**config.mk**
```make
export PLATFORM = sky130hd
export DESIGN_NAME = lap_ctrl
export DESIGN_NICKNAME = d
export VERILOG_FILES = /design/src/hdl/lap_pkg.sv /design/src/hdl/lap_ctrl.sv
export SDC_FILE = /design/constraint.sdc
export NUM_CORES = 1
export LEC_CHECK = 0
export ABC_CLOCK_PERIOD_IN_PS = 1400
export BUFFER_PORTS_ARGS = -buffer_cell sky130_fd_sc_hd__clkbuf_2
export CAP_MARGIN = 0
export CELL_PAD_IN_SITES_DETAIL_PLACEMENT = 0
export CELL_PAD_IN_SITES_GLOBAL_PLACEMENT = 1
export CORE_MARGIN = 5
export CORE_UTILIZATION = 39
export CTS_BUF_LIST = sky130_fd_sc_hd__clkbuf_8
export CTS_CLUSTER_DIAMETER = 120
export DETAILED_ROUTE_END_ITERATION = 6
export PLACE_DENSITY_LB_ADDON = 0.25
export SETUP_SLACK_MARGIN = 0.4
export SLEW_MARGIN = 20
export SYNTH_ARGS = -nofsm -noshare
export SYNTH_HDL_FRONTEND = slang
export SYNTH_SLANG_ARGS = --single-unit
```
**constraint.sdc**
```tcl
create_clock -name clk -period 1.4 [get_ports clk]
set_input_delay 0.14 -clock clk [delete_from_list [all_inputs] [get_ports clk]]
set_output_delay 0.14 -clock clk [all_outputs]
set_load 0.01 [all_outputs]
```
**src/hdl/lap_pkg.sv**
```systemverilog
`default_nettype none
package lap_pkg;

  localparam int SAMPLE_W   = 24;
  localparam int DELAY_W    = 40;
  localparam int MAX_STAGES = 8;
  localparam int STAGE_IW   = $clog2(MAX_STAGES);
  localparam int NUM_W      = $clog2(MAX_STAGES + 1);
  localparam int SINE_DEPTH = 1024;
  localparam int SINE_AW    = $clog2(SINE_DEPTH);
  localparam int FRAC_W     = 16;
  localparam int MUL_W      = 34;
  localparam int PROD_W     = 64;
  localparam int ACC_W      = 48;
  localparam int SPLIT      = 15;
  localparam int CFG_IDX_W  = 3;
  localparam int CFG_DATA_W = 23;

  localparam longint ONE_Q30     = 64'sd1073741824;
  localparam longint HALF_PI_Q30 = 64'sd1686629713;

  localparam logic [15:0] RST_WET_GAIN    = 16'd32767;
  localparam logic [22:0] RST_POLE_FREQ   = 23'd16530;
  localparam logic [15:0] RST_POLE_RADIUS = 16'd20716;
  localparam logic [3:0]  RST_STAGE_COUNT = 4'd1;
  localparam logic [19:0] RST_LFO_STEP    = 20'd8948;
  localparam logic [22:0] RST_LFO_AMOUNT  = 23'd436907;

  typedef enum logic [CFG_IDX_W-1:0] {
    CFG_WET_GAIN    = 3'd0,
    CFG_POLE_FREQ   = 3'd1,
    CFG_POLE_RADIUS = 3'd2,
    CFG_STAGE_COUNT = 3'd3,
    CFG_LFO_STEP    = 3'd4,
    CFG_LFO_AMOUNT  = 3'd5
  } cfg_idx_t;

  typedef struct packed {
    logic [15:0] wet_gain;
    logic [22:0] pole_frequency;
    logic [15:0] pole_radius;
    logic [3:0]  stage_count;
    logic [19:0] lfo_step;
    logic [22:0] lfo_amount;
  } cfg_t;

  typedef enum logic [4:0] {
    OP_NOP, OP_LOAD,
    OP_SIN_A, OP_SIN_B, OP_SIN_C, OP_SIN_D,
    OP_M_MUL, OP_M_F,
    OP_A_MUL, OP_B_MUL, OP_B_DONE,
    OP_K0, OP_K1, OP_K2, OP_K3, OP_K4, OP_K5, OP_K6, OP_K7,
    OP_X0, OP_X1, OP_X2,
    OP_PUSH
  } dp_op_t;

  typedef struct packed {
    dp_op_t op;
    logic   cos_sel;
  } dp_cmd_t;

  typedef struct packed {
    logic no_stage;
    logic last_stage;
    logic out_busy;
  } dp_stat_t;

  typedef enum logic [4:0] {
    S_IDLE,
    S_L_SA, S_L_SB, S_L_SC, S_L_SD,
    S_M_MUL, S_M_F,
    S_C_SA, S_C_SB, S_C_SC, S_C_SD,
    S_A_MUL, S_B_MUL, S_B_DONE,
    S_K0, S_K1, S_K2, S_K3, S_K4, S_K5, S_K6, S_K7,
    S_X0, S_X1, S_X2,
    S_PUSH
  } ctrl_state_t;

  typedef logic signed [31:0] sine_tab_t [SINE_DEPTH];

  // quarter-wave Taylor series, folded out to a full cycle
  function automatic sine_tab_t build_sine_tab();
    sine_tab_t   tab;
    longint      p;
    longint      r;
    longint      arg;
    longint      x2;
    longint      term;
    longint      sum;
    logic [1:0]  quad;
    for (int k = 0; k < SINE_DEPTH; k++) begin
      p    = longint'(k) <<< (32 - SINE_AW);
      quad = 2'(p >>> 30);
      r    = p & (ONE_Q30 - 1);
      if (quad[0]) r = ONE_Q30 - r;
      arg  = (r * HALF_PI_Q30) >>> 30;
      x2   = (arg * arg) >>> 30;
      term = arg;
      sum  = arg;
      term = -(((term * x2) >>> 30) / 64'sd6);
      sum  = sum + term;
      term = -(((term * x2) >>> 30) / 64'sd20);
      sum  = sum + term;
      term = -(((term * x2) >>> 30) / 64'sd42);
      sum  = sum + term;
      term = -(((term * x2) >>> 30) / 64'sd72);
      sum  = sum + term;
      term = -(((term * x2) >>> 30) / 64'sd110);
      sum  = sum + term;
      term = -(((term * x2) >>> 30) / 64'sd156);
      sum  = sum + term;
      if (sum < 0) sum = 0;
      if (sum > ONE_Q30) sum = ONE_Q30;
      tab[k] = quad[1] ? 32'(-sum) : 32'(sum);
    end
    return tab;
  endfunction

  localparam sine_tab_t SINE_ROM = build_sine_tab();

endpackage
`default_nettype wire

```
**src/hdl/lap_ctrl.sv**
```systemverilog
`default_nettype none
module lap_ctrl import lap_pkg::*; (
  input  wire logic     clk,
  input  wire logic     rst_n,
  input  wire logic     in_valid,
  output logic          in_stall,
  input  wire dp_stat_t stat,
  output dp_cmd_t       cmd
);

  ctrl_state_t state_r;
  ctrl_state_t state_nxt;

  always_ff @(posedge clk) begin
    if (!rst_n) state_r <= S_IDLE;
    else state_r <= state_nxt;
  end

  always_comb begin
    state_nxt = state_r;
    unique case (state_r)
      S_IDLE:   if (in_valid) state_nxt = S_L_SA;
      S_L_SA:   state_nxt = S_L_SB;
      S_L_SB:   state_nxt = S_L_SC;
      S_L_SC:   state_nxt = S_L_SD;
      S_L_SD:   state_nxt = S_M_MUL;
      S_M_MUL:  state_nxt = S_M_F;
      S_M_F:    state_nxt = S_C_SA;
      S_C_SA:   state_nxt = S_C_SB;
      S_C_SB:   state_nxt = S_C_SC;
      S_C_SC:   state_nxt = S_C_SD;
      S_C_SD:   state_nxt = S_A_MUL;
      S_A_MUL:  state_nxt = S_B_MUL;
      S_B_MUL:  state_nxt = S_B_DONE;
      S_B_DONE: state_nxt = stat.no_stage ? S_X0 : S_K0;
      S_K0:     state_nxt = S_K1;
      S_K1:     state_nxt = S_K2;
      S_K2:     state_nxt = S_K3;
      S_K3:     state_nxt = S_K4;
      S_K4:     state_nxt = S_K5;
      S_K5:     state_nxt = S_K6;
      S_K6:     state_nxt = S_K7;
      S_K7:     state_nxt = stat.last_stage ? S_X0 : S_K0;
      S_X0:     state_nxt = S_X1;
      S_X1:     state_nxt = S_X2;
      S_X2:     state_nxt = S_PUSH;
      S_PUSH:   if (!stat.out_busy) state_nxt = S_IDLE;
      default:  state_nxt = S_IDLE;
    endcase
  end

  always_comb begin
    in_stall    = 1'b1;
    cmd.op      = OP_NOP;
    cmd.cos_sel = 1'b0;
    unique case (state_r)
      S_IDLE: begin
        in_stall = 1'b0;
        cmd.op   = in_valid ? OP_LOAD : OP_NOP;
      end
      S_L_SA:   cmd.op = OP_SIN_A;
      S_L_SB:   cmd.op = OP_SIN_B;
      S_L_SC:   cmd.op = OP_SIN_C;
      S_L_SD:   cmd.op = OP_SIN_D;
      S_M_MUL:  cmd.op = OP_M_MUL;
      S_M_F:    cmd.op = OP_M_F;
      S_C_SA: begin
        cmd.op = OP_SIN_A;
        cmd.cos_sel = 1'b1;
      end
      S_C_SB: begin
        cmd.op = OP_SIN_B;
        cmd.cos_sel = 1'b1;
      end
      S_C_SC: begin
        cmd.op = OP_SIN_C;
        cmd.cos_sel = 1'b1;
      end
      S_C_SD: begin
        cmd.op = OP_SIN_D;
        cmd.cos_sel = 1'b1;
      end
      S_A_MUL:  cmd.op = OP_A_MUL;
      S_B_MUL:  cmd.op = OP_B_MUL;
      S_B_DONE: cmd.op = OP_B_DONE;
      S_K0:     cmd.op = OP_K0;
      S_K1:     cmd.op = OP_K1;
      S_K2:     cmd.op = OP_K2;
      S_K3:     cmd.op = OP_K3;
      S_K4:     cmd.op = OP_K4;
      S_K5:     cmd.op = OP_K5;
      S_K6:     cmd.op = OP_K6;
      S_K7:     cmd.op = OP_K7;
      S_X0:     cmd.op = OP_X0;
      S_X1:     cmd.op = OP_X1;
      S_X2:     cmd.op = OP_X2;
      S_PUSH:   cmd.op = stat.out_busy ? OP_NOP : OP_PUSH;
      default: ;
    endcase
  end

endmodule
`default_nettype wire

```
==> results_dict.tcl <==
set metrics [dict create \
    synth_cells 73 \
    outcome "finished, violations left" \
    crit_path_cell_trace "buf_6 > o211ai_1 > o221ai_2 > o21a_1 > buf_2" \
    first_global_vias 617 \
    ys_seq_area_share_pct 17.8 \
    overflow 0 \
    hold_depth 2 \
    layout.nets 107 \
    timing.critical_path.slowest_cell_delay_ps 380 \
    antenna_cells 0 \
    global_route_wire_length_before_repair_mm 2.68 \
    area_taken_by_multi_input_logic_gates_um2 482 \
    synth_largest_type_area_fraction_pct 17.8 \
    dieWidth_um 48.0 \
    timing.clock.skew_ps 0.143 \
    totalWireLength_mm 1.65 \
    top_level_ports 13 \
    initial_utilization_pct 42.2 \
    synth_area_um2 563 \
    synth_ff_type "sky130_fd_sc_hd__dfxtp_1" \
    hold_class "input port to register" \
    post_synth_main_area_contributors "sky130_fd_sc_hd__dfxtp_1, sky130_fd_sc_hd__buf_6, sky130_fd_sc_hd__a21oi_1" \
    setup_violations 6 \
    ctsLongestPathBuffers 2 \
    timing.max_slew.rel_slack_pct 78.0 \
    fmax_mhz 644 \
    path_depth 5 \
    synth-edff-count 0 \
    report.final.slew_viol_count 0 \
    tritoncts_num_sinks 5 \
    post_drt_via_cell_ratio 5.43 \
    worstRegToRegCells 4 \
    number_of_distinct_library_cell_variants_in_the_gate_level_netlist_after_synthesis 34 \
    setup_slack_ps -153 \
    worstSkewPairLatency_ps 220 \
    ys.warnings.count 0 \
    cellPowerDensity_nw_per_um2 803 \
    grt_use_total_pct 17.4 \
    antenna_found_initial 0 \
    synth_most_common_cell "sky130_fd_sc_hd__nor2_1" \
    dieArea_um2 2300 \
    drt_pre_antenna_iters 3 \
    cts_hold_repair.buffers 0 \
    timing.critical_path.arrival_ps 1410 \
    drt_first_iter_violations 17 \
    place_hpwl_mm 1.04 \
    layout_cells_sized_above_1_pct 63.0 \
    postSynthRegisterBits 5 \
    die-height_um 48.0 \
    layout_top_registers "state_r x5" \
    timing.critical_path.required_ps 1260 \
    timing.critical_path.fanout_max 7 \
    synth_fp_nets 79 \
    gp_routability_congestion 0.769 \
    syn_to_layout_area_delta_pct 56.4 \
    regMostFlops "state_r" \
    clock_tree.htree_level_count 1 \
    max-cap-violations 0 \
    max_ffs_per_register 5 \
    failed_checks "negative setup slack" \
    vdd_drop_max_v 0.000490 \
    std_cell_rows 13 \
    worst-setup-path-type "register to output port" \
    timing_hold_violations_final 0 \
    drc_errors 0 \
    postSynthAreaPerCell_um2 7.71 \
    drtAntennaViolNets 0 \
    whs_ps 194 \
    cpLargestDelayFamily "compound AO/OA/AOI/OAI gates" \
    cp_num_buf_inv 2 \
    core_um2 1330 \
    leakagePower_nw 0.364 \
    tritoncts "built" \
    placement.io_buffers 12 \
    ys_async_sr_fraction_pct 0 \
    cts.reportedPaths.clkPinSlew_ps 40 \
    end_kind "output port" \
    seq_area_um2 116 \
    final_min_period_over_clock_period_pct 111 \
    routed_wire_length_per_instance_um 14.4 \
    grt_start_max_net_pins 13 \
    clock_tree.root_cell "sky130_fd_sc_hd__clkbuf_8" \
    grt_setup_unrepaired "true" \
    number_of_clock_buffers_inserted_by_tritoncts 3 \
    yosys-top-cells-count "sky130_fd_sc_hd__nor2_1, sky130_fd_sc_hd__a21oi_1, sky130_fd_sc_hd__nand2_1, sky130_fd_sc_hd__dfxtp_1" \
    route.vias.total 624 \
    final.fill_count 105 \
    period_minus_slack_ps 1550 \
    finalCoreUtilization_pct 66.0 \
    worst_setup_path_start_kind "register" \
    crit_slowest_cell "sky130_fd_sc_hd__dfxtp_4" \
    tightestPinTransition_ps 330 \
    synthDominantAreaCellType "sky130_fd_sc_hd__dfxtp_1" \
]
## placed cells by master (no fill, tap or decap), types with 2 or more instances in the layout
master	n
sky130_fd_sc_hd__nor3_1	2
sky130_fd_sc_hd__nor2b_4	2
sky130_fd_sc_hd__nand2_2	3
sky130_fd_sc_hd__buf_6	3
sky130_fd_sc_hd__nand2_1	4
sky130_fd_sc_hd__nor2_1	7
sky130_fd_sc_hd__buf_2	4
sky130_fd_sc_hd__clkbuf_2	8
sky130_fd_sc_hd__buf_4	13
sky130_fd_sc_hd__a21oi_1	2
sky130_fd_sc_hd__o21a_1	4
sky130_fd_sc_hd__a21oi_2	5
sky130_fd_sc_hd__nand2b_1	4
sky130_fd_sc_hd__inv_1	3
sky130_fd_sc_hd__dfxtp_4	4
sky130_fd_sc_hd__o211ai_1	2
sky130_fd_sc_hd__clkbuf_8	3
## final timing paths
check	endpoint	slack (ps)	start
worst max register to register	state_r[4]$_SDFFE_PN0P_	130	state_r[2]$_SDFFE_PN0P_
worst max-delay path	cmd[3]	-150	state_r[1]$_SDFFE_PN0P_
worst min-delay path	state_r[3]$_SDFFE_PN0P_	190	rst_n
worst min register to register	state_r[1]$_SDFFE_PN0P_	670	state_r[1]$_SDFFE_PN0P_
## layer usage
layer  global-route usage, %  wire length [um]
met2                    28.0               880
met1                    20.3               691
met4                    12.9                46
met5                       0                 0
met3                    3.38                36
## cells by family (layout without fill, tap and decap cells)
kind of cell              Yosys count  after routing  share of synthesized area [%]
muxes                               1              1                           2.00
xor gates and xnor gates            3              3                           4.67
AOI/OAI and AO/OA                  23             23                           30.2
buffers and inverters               8             35                           11.6
and+or+nand+nor                    33             33                           33.8
DFF                                 5              5                           17.8
## where the power goes
part / internal [mW] / total, mW / leakage, nW / switching [mW]
sequential: 0.152 / 0.181 / 0.0441 / 0.0295
combinational: 0.145 / 0.264 / 0.293 / 0.119
clock: 0.188 / 0.262 / 0.0269 / 0.0741
## final cells by class
cell class | count | area share (%)
Sequential cell | 5 | 13.2
Clock inverter | 1 | 0.426
Inverter | 2 | 0.852
Clock buffer | 3 | 4.69
Timing Repair Buffer | 29 | 24.0
Multi-Input combinational cell | 60 | 54.7
Tap cell | 15 | 2.13
## repair_timing
action / 4_1_cts / 5_1_grt
buffers inserted: 5 / 5
gates resized for setup: 10 / 18
endpoints found under the setup margin: 12 / 11
pin swaps: 2 / 6
## per-stage QoR
stage	total power, mW	setup TNS [ps]	cells	setup WS (ps)	instance area (um2)
finish	0.707	-535	115	-153	881
global route	0.755	-979	115	-207	881
CTS	0.663	-432	110	-122	774
detailed placement	0.363	0	101	45.7	662
global placement	0.363	0	101	56.8	662
floorplan	0.317	0	73	221	598
Note: power is estimated with default switching activity, not from simulation.
