File: src/hdl/lap_pkg.sv
`default_nettype none
package lap_pkg;

  localparam int SAMPLE_W   = 24;
  localparam int DELAY_W    = 40;
  localparam int MAX_STAGES = 8;
  localparam int STAGE_IW   = $clog2(MAX_STAGES);
  localparam int NUM_W      = $clog2(MAX_STAGES + 1);
  localparam int SINE_DEPTH = 1024;
  localparam int SINE_AW    = $clog2(SINE_DEPTH);
  localparam int FRAC_W     = 16;
  localparam int MUL_W      = 34;
  localparam int PROD_W     = 64;
  localparam int ACC_W      = 48;
  localparam int SPLIT      = 15;
  localparam int CFG_IDX_W  = 3;
  localparam int CFG_DATA_W = 23;

  localparam longint ONE_Q30     = 64'sd1073741824;
  localparam longint HALF_PI_Q30 = 64'sd1686629713;

  localparam logic [15:0] RST_WET_GAIN    = 16'd32767;
  localparam logic [22:0] RST_POLE_FREQ   = 23'd16530;
  localparam logic [15:0] RST_POLE_RADIUS = 16'd20716;
  localparam logic [3:0]  RST_STAGE_COUNT = 4'd1;
  localparam logic [19:0] RST_LFO_STEP    = 20'd8948;
  localparam logic [22:0] RST_LFO_AMOUNT  = 23'd436907;

  typedef enum logic [CFG_IDX_W-1:0] {
    CFG_WET_GAIN    = 3'd0,
    CFG_POLE_FREQ   = 3'd1,
    CFG_POLE_RADIUS = 3'd2,
    CFG_STAGE_COUNT = 3'd3,
    CFG_LFO_STEP    = 3'd4,
    CFG_LFO_AMOUNT  = 3'd5
  } cfg_idx_t;

  typedef struct packed {
    logic [15:0] wet_gain;
    logic [22:0] pole_frequency;
    logic [15:0] pole_radius;
    logic [3:0]  stage_count;
    logic [19:0] lfo_step;
    logic [22:0] lfo_amount;
  } cfg_t;

  typedef enum logic [4:0] {
    OP_NOP, OP_LOAD,
    OP_SIN_A, OP_SIN_B, OP_SIN_C, OP_SIN_D,
    OP_M_MUL, OP_M_F,
    OP_A_MUL, OP_B_MUL, OP_B_DONE,
    OP_K0, OP_K1, OP_K2, OP_K3, OP_K4, OP_K5, OP_K6, OP_K7,
    OP_X0, OP_X1, OP_X2,
    OP_PUSH
  } dp_op_t;

  typedef struct packed {
    dp_op_t op;
    logic   cos_sel;
  } dp_cmd_t;

  typedef struct packed {
    logic no_stage;
    logic last_stage;
    logic out_busy;
  } dp_stat_t;

  typedef enum logic [4:0] {
    S_IDLE,
    S_L_SA, S_L_SB, S_L_SC, S_L_SD,
    S_M_MUL, S_M_F,
    S_C_SA, S_C_SB, S_C_SC, S_C_SD,
    S_A_MUL, S_B_MUL, S_B_DONE,
    S_K0, S_K1, S_K2, S_K3, S_K4, S_K5, S_K6, S_K7,
    S_X0, S_X1, S_X2,
    S_PUSH
  } ctrl_state_t;

  typedef logic signed [31:0] sine_tab_t [SINE_DEPTH];

  // quarter-wave Taylor series, folded out to a full cycle
  function automatic sine_tab_t build_sine_tab();
    sine_tab_t   tab;
    longint      p;
    longint      r;
    longint      arg;
    longint      x2;
    longint      term;
    longint      sum;
    logic [1:0]  quad;
    for (int k = 0; k < SINE_DEPTH; k++) begin
      p    = longint'(k) <<< (32 - SINE_AW);
      quad = 2'(p >>> 30);
      r    = p & (ONE_Q30 - 1);
      if (quad[0]) r = ONE_Q30 - r;
      arg  = (r * HALF_PI_Q30) >>> 30;
      x2   = (arg * arg) >>> 30;
      term = arg;
      sum  = arg;
      term = -(((term * x2) >>> 30) / 64'sd6);
      sum  = sum + term;
      term = -(((term * x2) >>> 30) / 64'sd20);
      sum  = sum + term;
      term = -(((term * x2) >>> 30) / 64'sd42);
      sum  = sum + term;
      term = -(((term * x2) >>> 30) / 64'sd72);
      sum  = sum + term;
      term = -(((term * x2) >>> 30) / 64'sd110);
      sum  = sum + term;
      term = -(((term * x2) >>> 30) / 64'sd156);
      sum  = sum + term;
      if (sum < 0) sum = 0;
      if (sum > ONE_Q30) sum = ONE_Q30;
      tab[k] = quad[1] ? 32'(-sum) : 32'(sum);
    end
    return tab;
  endfunction

  localparam sine_tab_t SINE_ROM = build_sine_tab();

endpackage
`default_nettype wire

File: src/hdl/lap_cfg.sv
`default_nettype none
module lap_cfg import lap_pkg::*; (
  input  wire logic                  clk,
  input  wire logic                  rst_n,
  input  wire logic                  cfg_valid,
  output logic                       cfg_ready,
  input  wire logic [CFG_IDX_W-1:0]  cfg_index,
  input  wire logic [CFG_DATA_W-1:0] cfg_data,
  output cfg_t                       cfg
);

  cfg_t cfg_r;

  assign cfg_ready = 1'b1;
  assign cfg       = cfg_r;

  always_ff @(posedge clk) begin
    if (!rst_n) begin
      cfg_r.wet_gain       <= RST_WET_GAIN;
      cfg_r.pole_frequency <= RST_POLE_FREQ;
      cfg_r.pole_radius    <= RST_POLE_RADIUS;
      cfg_r.stage_count    <= RST_STAGE_COUNT;
      cfg_r.lfo_step       <= RST_LFO_STEP;
      cfg_r.lfo_amount     <= RST_LFO_AMOUNT;
    end else if (cfg_valid) begin
      unique case (cfg_index)
        CFG_WET_GAIN:    cfg_r.wet_gain       <= cfg_data[15:0];
        CFG_POLE_FREQ:   cfg_r.pole_frequency <= cfg_data[22:0];
        CFG_POLE_RADIUS: cfg_r.pole_radius    <= cfg_data[15:0];
        CFG_STAGE_COUNT: cfg_r.stage_count    <= cfg_data[3:0];
        CFG_LFO_STEP:    cfg_r.lfo_step       <= cfg_data[19:0];
        CFG_LFO_AMOUNT:  cfg_r.lfo_amount     <= cfg_data[22:0];
        default: ;
      endcase
    end
  end

endmodule
`default_nettype wire

File: config.mk
export PLATFORM = sky130hd
export DESIGN_NAME = lap_cfg
export DESIGN_NICKNAME = d
export VERILOG_FILES = /design/src/hdl/lap_pkg.sv /design/src/hdl/lap_cfg.sv
export SDC_FILE = /design/constraint.sdc
export NUM_CORES = 1
export LEC_CHECK = 0
export ABC_AREA = 1
export BUFFER_PORTS_ARGS = -buffer_cell sky130_fd_sc_hd__buf_2
export CAP_MARGIN = 20
export CORE_ASPECT_RATIO = 1.75
export CORE_MARGIN = 5
export CORE_UTILIZATION = 50
export DETAILED_ROUTE_END_ITERATION = 8
export GPL_ROUTABILITY_DRIVEN = 0
export HOLD_SLACK_MARGIN = 0.08
export MAX_ROUTING_LAYER = met4
export PLACE_DENSITY = 0.8
export SYNTH_ARGS = -nofsm -noshare
export SYNTH_HDL_FRONTEND = slang
export SYNTH_SLANG_ARGS = --single-unit
File: constraint.sdc
create_clock -name clk -period 1.1 [get_ports clk]
set_input_delay 0.22 -clock clk [delete_from_list [all_inputs] [get_ports clk]]
set_output_delay 0.22 -clock clk [all_outputs]
set_load 0.01 [all_outputs]
==> impl_metrics.tcl, run 1 <==
set metrics [dict create \
    path_cells "buf_2" \
    clkTransAtPathRegs_ns 0.07 \
    n_antenna_cell 0 \
    post-dp-hpwl_um 9136 \
    fp.dieArea_mm2 0.009711 \
    fin_nets 711 \
    synthToLayoutAreaGrowth_pct 32.34 \
    leakagePower_nw 2.614 \
    placed_area_mm2 0.004802 \
    numCtsBuffers 9 \
    grt_usage_pct 24.69 \
    vias 4018 \
    netlist_instances 546 \
    largest_reg_flops 102 \
    synth_warnings 0 \
    slowest_delay_ns 0.37 \
    tightestPinTransition_ns 0.6753 \
    reg2reg_depth 2 \
    synth_area_mm2 0.003889 \
    nFillCells 663 \
    fin_crit_ns 1.081 \
    critPathCaptureType "output port" \
    insertion_delay_ns 0.34 \
    regArea_mm2 0.002048 \
    cts_hold_buf 0 \
    multi_input_area_mm2 0.001599 \
    clkPwrFrac_pct 42.7 \
    io_pins 132 \
    required_ns 0.88 \
    grt_setup_unrepaired "no" \
    antenna_left 0 \
    power_frac_seq_pct 46.7 \
    cp-start-kind "register" \
    arrival_ns 0.86 \
    hold_ws_ns 0.09521 \
    synth_fp_nets 575 \
    cp.depth 1 \
    mostFrequentLayoutCell "nand2_1" \
    most-common-layout-cells "nand2_1, buf_2, nor2_1" \
    synth-seq-cells 102 \
    critPathKind "register to output port" \
    final_cell_count_no_fill 775 \
    grt_pass1_wl_um 18610 \
    seq_area_frac_synth_pct 52.51 \
    p_per_area_mw_per_mm2 1620 \
    cts_tree "done" \
    vias_per_cell 5.185 \
    grt_pass1_vias 3795 \
    gr-total-overflow 0 \
    drtIter0Drc 315 \
    fin_area_mm2 0.005146 \
    p_sw_share_pct 23.61 \
    wl_um 11890 \
    max_freq_ghz 0.9249 \
    drc 0 \
    hold_viol 0 \
    vdd_ir_drop_max_uv 1135 \
    grt_max_degree 61 \
    dr.pass1.iters 5 \
    rows 42 \
    crit_buf_inv 1 \
    path_max_fanout 2 \
    syn_avg_cell_area_um2 7.122 \
    drive_above_1_share_pct 27.22 \
    cts_buffer_depth 2 \
    min_path_cells 3 \
    fp.dieH_um 126.7 \
    status "complete, no violations" \
    initial_utilization_pct 51.39 \
    drv_slew 0 \
    fp.dieW_um 76.67 \
    yosysUniqueCellTypes 15 \
    dp_cells 759 \
    cts-root-buf "clkbuf_16" \
    slew_headroom_pct 54.93 \
    drv_cap 0 \
    htreeDepth 3 \
    wire_per_inst_um 15.34 \
    p_switching_w 0.001968 \
    combPwrFrac_pct 10.6 \
    core-area_mm2 0.007567 \
    antenna_found_initial 0 \
    cp_top_family "flip-flops" \
    cts.repair.resized 0 \
    port_buffers 130 \
    min_period_over_period_pct 98.29 \
    setup_viol 0 \
    p_int_w 0.006370 \
    slowest_stage "dfxtp_1" \
    post-cts-setup-buffer-count 0 \
    cts.sinks 102 \
    skew_ns 0 \
    hp-class "input port to register" \
]
-- tightest hold or removal path, stage by stage --
cell and delay [ns]:
buf_2 0.09, nand2_1 0.05, nand3_1 0.06
-- cell families (layout without fill, tap and decap cells) --
group / Yosys count / count (layout) / share of synthesized area (%)
AO/OA/AOI/OAI: 1 / 1 / 0.1286
buffers and inverters: 59 / 200 / 6.371
flip-flops: 102 / 102 / 52.51
other: 1 / 1 / 0.09643
AND/OR/NAND/NOR: 383 / 383 / 40.89
-- final timing paths --
| path | from | to | slack [ns] |
|---|---|---|---|
| min | cfg_data[8] | cfg[94]$_SDFFE_PN1P_ | 0.1 |
| min reg2reg | cfg[1]$_SDFFE_PN1P_ | cfg[1]$_SDFFE_PN1P_ | 0.46 |
| max | cfg[89]$_SDFFE_PN1P_ | cfg[89] | 0.02 |
| max reg2reg | cfg[53]$_SDFFE_PN1P_ | cfg[53]$_SDFFE_PN1P_ | 0.49 |
-- Yosys cell counts --
| cell | count | area (um2) |
|---|---|---|
| buf_1 | 3 | 11.26 |
| buf_2 | 18 | 90.09 |
| buf_4 | 1 | 7.510 |
| clkbuf_1 | 9 | 33.78 |
| clkinv_1 | 1 | 3.750 |
| conb_1 | 1 | 3.750 |
| dfxtp_1 | 102 | 2042 |
| inv_1 | 25 | 93.84 |
| inv_2 | 2 | 7.510 |
| nand2_1 | 157 | 589.3 |
| nand3_1 | 102 | 510.5 |
| nor2_1 | 116 | 435.4 |
| nor2_2 | 7 | 43.79 |
| nor2_4 | 1 | 11.26 |
| o21ai_0 | 1 | 5.000 |
-- layer usage --
layer	vias up	GRT usage, %	share of wire (%)
met1	1814	26.36	37
met5	-	-	0
li1	1974	-	-
met3	51	6.170	6.3
met4	0	15.55	6.3
met2	179	40.36	50
-- power by group through the flow --
| stage | combinational (W) | sequential [W] | clock (W) |
|---|---|---|---|
| floorplan | 0.000404 | 0.00403 | 0 |
| global placement | 0.000860 | 0.00397 | 0 |
| detailed placement | 0.000882 | 0.00398 | 0 |
| CTS | 0.000887 | 0.00389 | 0.00359 |
| global route | 0.000973 | 0.00391 | 0.00377 |
| finish | 0.000885 | 0.00389 | 0.00356 |
-- per-stage QoR --
| step | utilization, % | worst slack (ns) | total power [W] | setup TNS [ns] |
|---|---|---|---|---|
| 2_1_floorplan | - | 0.08484 | 0.004437 | 0 |
| 6_report | 68.01 | 0.01881 | 0.008338 | 0 |
| 5_1_grt | 68.01 | 0.004473 | 0.008651 | 0 |
| 3_5_place_dp | 63.46 | -0.1895 | 0.004858 | -9.209 |
| 3_3_place_gp | 63.46 | -0.1235 | 0.004833 | -7.172 |
| 4_1_cts | 67.92 | 0.004560 | 0.008370 | 0 |
-- area by class of cell --
cell class	count	share of cell area, %
Clock buffer	9	4.376
Clock inverter	7	2.188
Inverter	28	2.042
Multi-Input combinational cell	385	31.07
Sequential cell	102	39.80
Tap cell	88	2.140
Timing Repair Buffer	156	18.38
No activity file was read; power rests on OpenSTA's default activity.
==> inputs of run 2 (changes only) <==
CORE_MARGIN = unset   (was 5)
==> run 2 against run 1 <==
Critical path depth unchanged. Register-to-register slack is essentially flat. Fmax is 0.36% lower. Cell count stayed put. Count of clock-buffer cells in the layout up 2. First-iteration DRC count is 30% higher. Final area increased by 0.51%.
==> impl_metrics.tcl, run 2 (synthesis results as in run 1) <==
set metrics [dict create \
    drv_cap 0 \
    slowest_stage "dfxtp_1" \
    placed_area_mm2 0.004822 \
    grt_pass1_vias 3755 \
    post-place-ws_ns -0.2443 \
    insertion_delay_ns 0.34 \
    path_cells "buf_2" \
    skew_ns 0 \
    fp.dieW_um 68.67 \
    r2r_setup_slack_ns 0.50 \
    hold_viol 0 \
    synthToLayoutAreaGrowth_pct 33.01 \
    crit_buf_inv 1 \
    arrival_ns 0.87 \
    drc 0 \
    fp.dieH_um 118.7 \
    cp-start-kind "register" \
    min_path_cells 3 \
    min-delay-start "cfg_data[15]" \
    r2r_start "cfg[90]$_SDFFE_PN1P_" \
    vias 4091 \
    vias_per_cell 5.279 \
    post-cts-setup-buffer-count 0 \
    gr-usage-met1_pct 34.03 \
    drv_slew 0 \
    htreeDepth 3 \
    antenna_left 0 \
    antenna_found_initial 0 \
    required_ns 0.88 \
    finalPower_w 0.008357 \
    grtUsageMet2_pct 48.04 \
    port_buffers 130 \
    drtIter0Drc 409 \
    cts-root-buf "clkbuf_16" \
    post-dp-hpwl_um 8578 \
    cts.sinks 102 \
    fin_nets 712 \
    n_antenna_cell 0 \
    cts_tree "done" \
    mostFrequentLayoutCell "nand2_1" \
    core-area_mm2 0.007567 \
    busiest_layer "met2" \
    cts_hold_buf 0 \
    reg2reg_depth 2 \
    critPathCaptureType "output port" \
    io_pins 132 \
    status "complete, no violations" \
    critPathKind "register to output port" \
    wire_per_inst_um 14.85 \
    rows 42 \
    met3_usage_pct 5.502 \
    path_max_fanout 2 \
    setup_viol 0 \
    wl_um 11510 \
    vdd_ir_drop_max_uv 1206 \
    leakagePower_nw 2.623 \
    p_per_area_mw_per_mm2 1616 \
    grt_usage_pct 31.36 \
    rr_endpoint "cfg[90]$_SDFFE_PN1P_" \
    slowest_delay_ns 0.37 \
    largest_reg_flops 102 \
    nFillCells 662 \
    initial_utilization_pct 51.39 \
    grt_setup_unrepaired "no" \
    dr.pass1.iters 7 \
    most-common-layout-cells "nand2_1, buf_2, nor2_1" \
    max_freq_ghz 0.9216 \
    fin_area_mm2 0.005172 \
    hold_end "cfg[15]$_SDFFE_PN1P_" \
    fin_util_pct 68.35 \
    drive_above_1_share_pct 26.93 \
    fin_crit_ns 1.085 \
    cts_buffer_depth 2 \
    grt_max_degree 53 \
    cp_top_family "flip-flops" \
    fp.dieArea_mm2 0.008148 \
    clkTransAtPathRegs_ns 0.06 \
    min_period_over_period_pct 98.64 \
    hp-class "input port to register" \
    fin_ws_ns 0.01492 \
    gr-total-overflow 0 \
    grt_pass1_wl_um 18260 \
    numCtsBuffers 9 \
]
[run 2: cell types whose count changed in the layout (fill, tap and decap cells not counted), sizes merged]
| cell | before | now |
|---|---|---|
| clkinvlp | 1 | 0 |
| clkbuf | 9 | 11 |
| clkinv | 4 | 2 |
| buf | 156 | 157 |
[run 2: worst max path at each step]
| stage | endpoint | startpoint | cells after the start | slack [ns] |
|---|---|---|---|---|
| 3_5_place_dp | cfg[87]$_SDFFE_PN1P_ | cfg_index[2] | 6 | -0.24 |
| 6_report | cfg[89] | cfg[89]$_SDFFE_PN1P_ | 1 | 0.01 |
| 2_1_floorplan | cfg[80]$_SDFFE_PN0P_ | cfg_valid | 6 | 0.08 |
| 4_1_cts | cfg[93] | cfg[93]$_SDFFE_PN1P_ | 1 | 0.01 |
| 3_3_place_gp | cfg[101]$_SDFFE_PN0P_ | cfg_index[2] | 6 | -0.15 |
| 5_1_grt | cfg[89] | cfg[89]$_SDFFE_PN1P_ | 1 | 0.005 |
[run 2: layout make-up]
class | count | area, um2 | area share (%)
Clock buffer | 11 | 242.7 | 4.693
Clock inverter | 4 | 95.09 | 1.838
Inverter | 28 | 105.1 | 2.032
Multi-Input combinational cell | 385 | 1604 | 31.01
Sequential cell | 102 | 2047 | 39.57
Tap cell | 88 | 110.1 | 2.129
Timing Repair Buffer | 157 | 968.4 | 18.72
[run 2: where the power goes]
part           internal (W)  switching (W)
clock               0.00227        0.00130
sequential          0.00383      0.0000713
combinational      0.000344       0.000548
total               0.00644        0.00192
[run 2: metrics by stage]
stage                     cells  TNS [ns]  hold WS [ns]
after CTS                   775         0        0.1007
after detailed placement    760    -12.63        0.4381
after global routing        775         0        0.1319
after global placement      760    -7.605        0.4398
final                       775         0        0.1126
after floorplan             546         0        0.3332
[run 2: metal layers]
metal | part of all wire [%] | vias to the layer above
met3 | 5.7 | 56
met4 | 7.6 | 0
met2 | 51 | 184
met5 | 0 | -
li1 | - | 1973
met1 | 36 | 1878
[run 2: timing repair]
| action | in CTS | in global routing |
|---|---|---|
| resized for setup | 0 | 6 |
| setup endpoints to repair | 0 | 14 |
| endpoints found under the hold margin | 0 | 0 |
==> inputs of run 3 (changes only) <==
ABC_AREA = unset   (was 1)
PLACE_DENSITY = 0.79   (was 0.8)
==> run 3 against run 2 <==
Count of clock-buffer cells in the layout grew 1. Fmax rose by 3.2%. Setup slack better by 0.034 ns. Area after synthesis is 3.6% higher. Largest power group unchanged.
==> impl_metrics.tcl, run 3 <==
set metrics [dict create \
    drtIter0Drc 141 \
    wl_um 9578 \
    wl_met2_um 5000 \
    synth_top_area_cell "dfxtp_1" \
    placed_area_mm2 0.004926 \
    required_ns 0.88 \
    yosys-top-cells-count "dfxtp_1, mux2i_1, nand2_1" \
    initial_utilization_pct 51.31 \
    syn_avg_cell_area_um2 10.39 \
    synth-compound-area-share_pct 0 \
    clkTransAtPathRegs_ns 0.06 \
    cts.sinks 102 \
    htreeDepth 3 \
    antenna_left 0 \
    mostFrequentLayoutCell "buf_2" \
    io_pins 132 \
    wl_met3_um 300 \
    fin_nets 553 \
    arrival_ns 0.83 \
    antenna_found_initial 0 \
    status "complete, no violations" \
    cts_buffer_depth 2 \
    fp.dieArea_mm2 0.008437 \
    hold_ws_ns 0.1536 \
    synth_top_area_share_pct 50.67 \
    fp.dieH_um 120.8 \
    post-place-ws_ns -0.2046 \
    p_per_area_mw_per_mm2 1459 \
    synth_fp_nets 417 \
    setup_viol 0 \
    async_flop_share_pct 0 \
    core-area_mm2 0.007855 \
    critPathCaptureType "output port" \
    most-common-layout-cells "buf_2, mux2i_1, dfxtp_1" \
    fin_crit_ns 1.051 \
    drive_above_1_share_pct 33.27 \
    synth-edff-count 0 \
    fin_area_mm2 0.005228 \
    port_buffers 130 \
    cp_top_family "flip-flops" \
    slowest_delay_ns 0.35 \
    cts_tree "done" \
    synth_top_flop_cell "dfxtp_1" \
    hold_viol 0 \
    n_antenna_cell 0 \
    cts.repair.resized 0 \
    rows 43 \
    post-dp-hpwl_um 7105 \
    grt_pass1_vias 3163 \
    grt_pass1_wl_um 15130 \
    drv_cap 0 \
    skew_ns 0 \
    numCtsBuffers 9 \
    fin_ws_ns 0.04887 \
    crit_buf_inv 1 \
    synth_adder_area_share_pct 0 \
    hp-class "input port to register" \
    synth_simple_gate_area_share_pct 19.90 \
    gr-total-overflow 0 \
    grt_usage_pct 23.75 \
    wl_met1_um 3916 \
    insertion_delay_ns 0.34 \
    vias_per_cell 5.158 \
    synthMuxAreaShare_pct 25.33 \
    max_freq_ghz 0.9514 \
    seq_area_frac_synth_pct 50.67 \
    yosysUniqueCellTypes 16 \
    vias 3193 \
    synth-xor-area-share_pct 0 \
    wire_per_inst_um 15.47 \
    fp.dieW_um 69.87 \
    grt_setup_unrepaired "no" \
    largest_reg_flops 102 \
    top_layer_used "met4" \
    synthToLayoutAreaGrowth_pct 29.71 \
    netlist_instances 388 \
    vdd_ir_drop_max_uv 1250 \
    final_cell_count_no_fill 619 \
    cts-root-buf "clkbuf_16" \
    synth-seq-cells 102 \
    dr.pass1.iters 4 \
    path_max_fanout 2 \
    synth_warnings 0 \
    dp_cells 603 \
    path_cells "buf_2" \
    synth_top_family_by_area "multiplexers" \
    min_period_over_period_pct 95.56 \
    drv_slew 0 \
    slowest_stage "dfxtp_1" \
    cp-start-kind "register" \
    drc 0 \
    netlist_top_cells_area "dfxtp_1, mux2i_1, nor2b_1" \
    cts_hold_buf 0 \
    grt_max_degree 35 \
    synth_area_mm2 0.004030 \
    leakagePower_nw 2.546 \
    critPathKind "register to output port" \
    post-cts-setup-buffer-count 0 \
]
-- run 3: cell types whose count changed in the layout (fill, tap and decap cells not counted), moves of 3 or more --
cell / previous run / this run
dfxtp_1: 98 / 102
nor2b_1: 0 / 63
buf_12: 9 / 6
inv_1: 25 / 0
nor2_2: 6 / 0
nand2_1: 157 / 79
nand3_1: 102 / 0
mux2i_1: 0 / 102
dfxtp_2: 4 / 0
nor2_1: 116 / 0
-- run 3: cell type report --
type,count,area (um2)
repair buffers,156,923.4
multi-input cells,255,1848
flip-flops and latches,102,2042
well taps,90,112.6
clock buffers,12,256.5
fillers,617,2628
clock inverters,4,45.04
-- run 3: path summary, 6_finish.rpt --
check | slack, ns | cells after the start | to | from
worst max-delay path | 0.05 | 1 | cfg[26] | cfg[26]$_SDFFE_PN0P_
worst min-delay path | 0.15 | 3 | cfg[21]$_SDFFE_PN0P_ | cfg_data[21]
worst max register to register | 0.44 | 2 | cfg[29]$_SDFFE_PN1P_ | cfg[29]$_SDFFE_PN1P_
worst min register to register | 0.45 | 2 | cfg[55]$_SDFFE_PN0P_ | cfg[55]$_SDFFE_PN0P_
-- run 3: logic make-up after synthesis --
logic type / after synthesis
simple gates: 152
mux: 102
flops: 102
buf+inv: 31
other cells: 1
-- run 3: per-layer routing --
metal | track usage [%] | vias to the layer above
met2 | 39.66 | 90
li1 | - | 1557
met3 | 4.833 | 22
met4 | 13.00 | 0
met1 | 26.31 | 1524
met5 | - | -
-- run 3: stage by stage --
| step | utilization [%] | total power (W) | setup TNS, ns |
|---|---|---|---|
| after floorplan | - | 0.004265 | -4.540 |
| after global placement | 62.71 | 0.004526 | -11.58 |
| after detailed placement | 62.71 | 0.004545 | -13.99 |
| after CTS | 66.55 | 0.007703 | 0 |
| after global routing | 66.55 | 0.007890 | 0 |
| final | 66.55 | 0.007629 | 0 |
-- run 3: report_power, final --
part	switching (W)	internal (W)	total, W
clock	0.00129	0.00188	0.00317
combinational	0.000341	0.000302	0.000644
sequential	0.0000420	0.00378	0.00382
total	0.00168	0.00595	0.00763
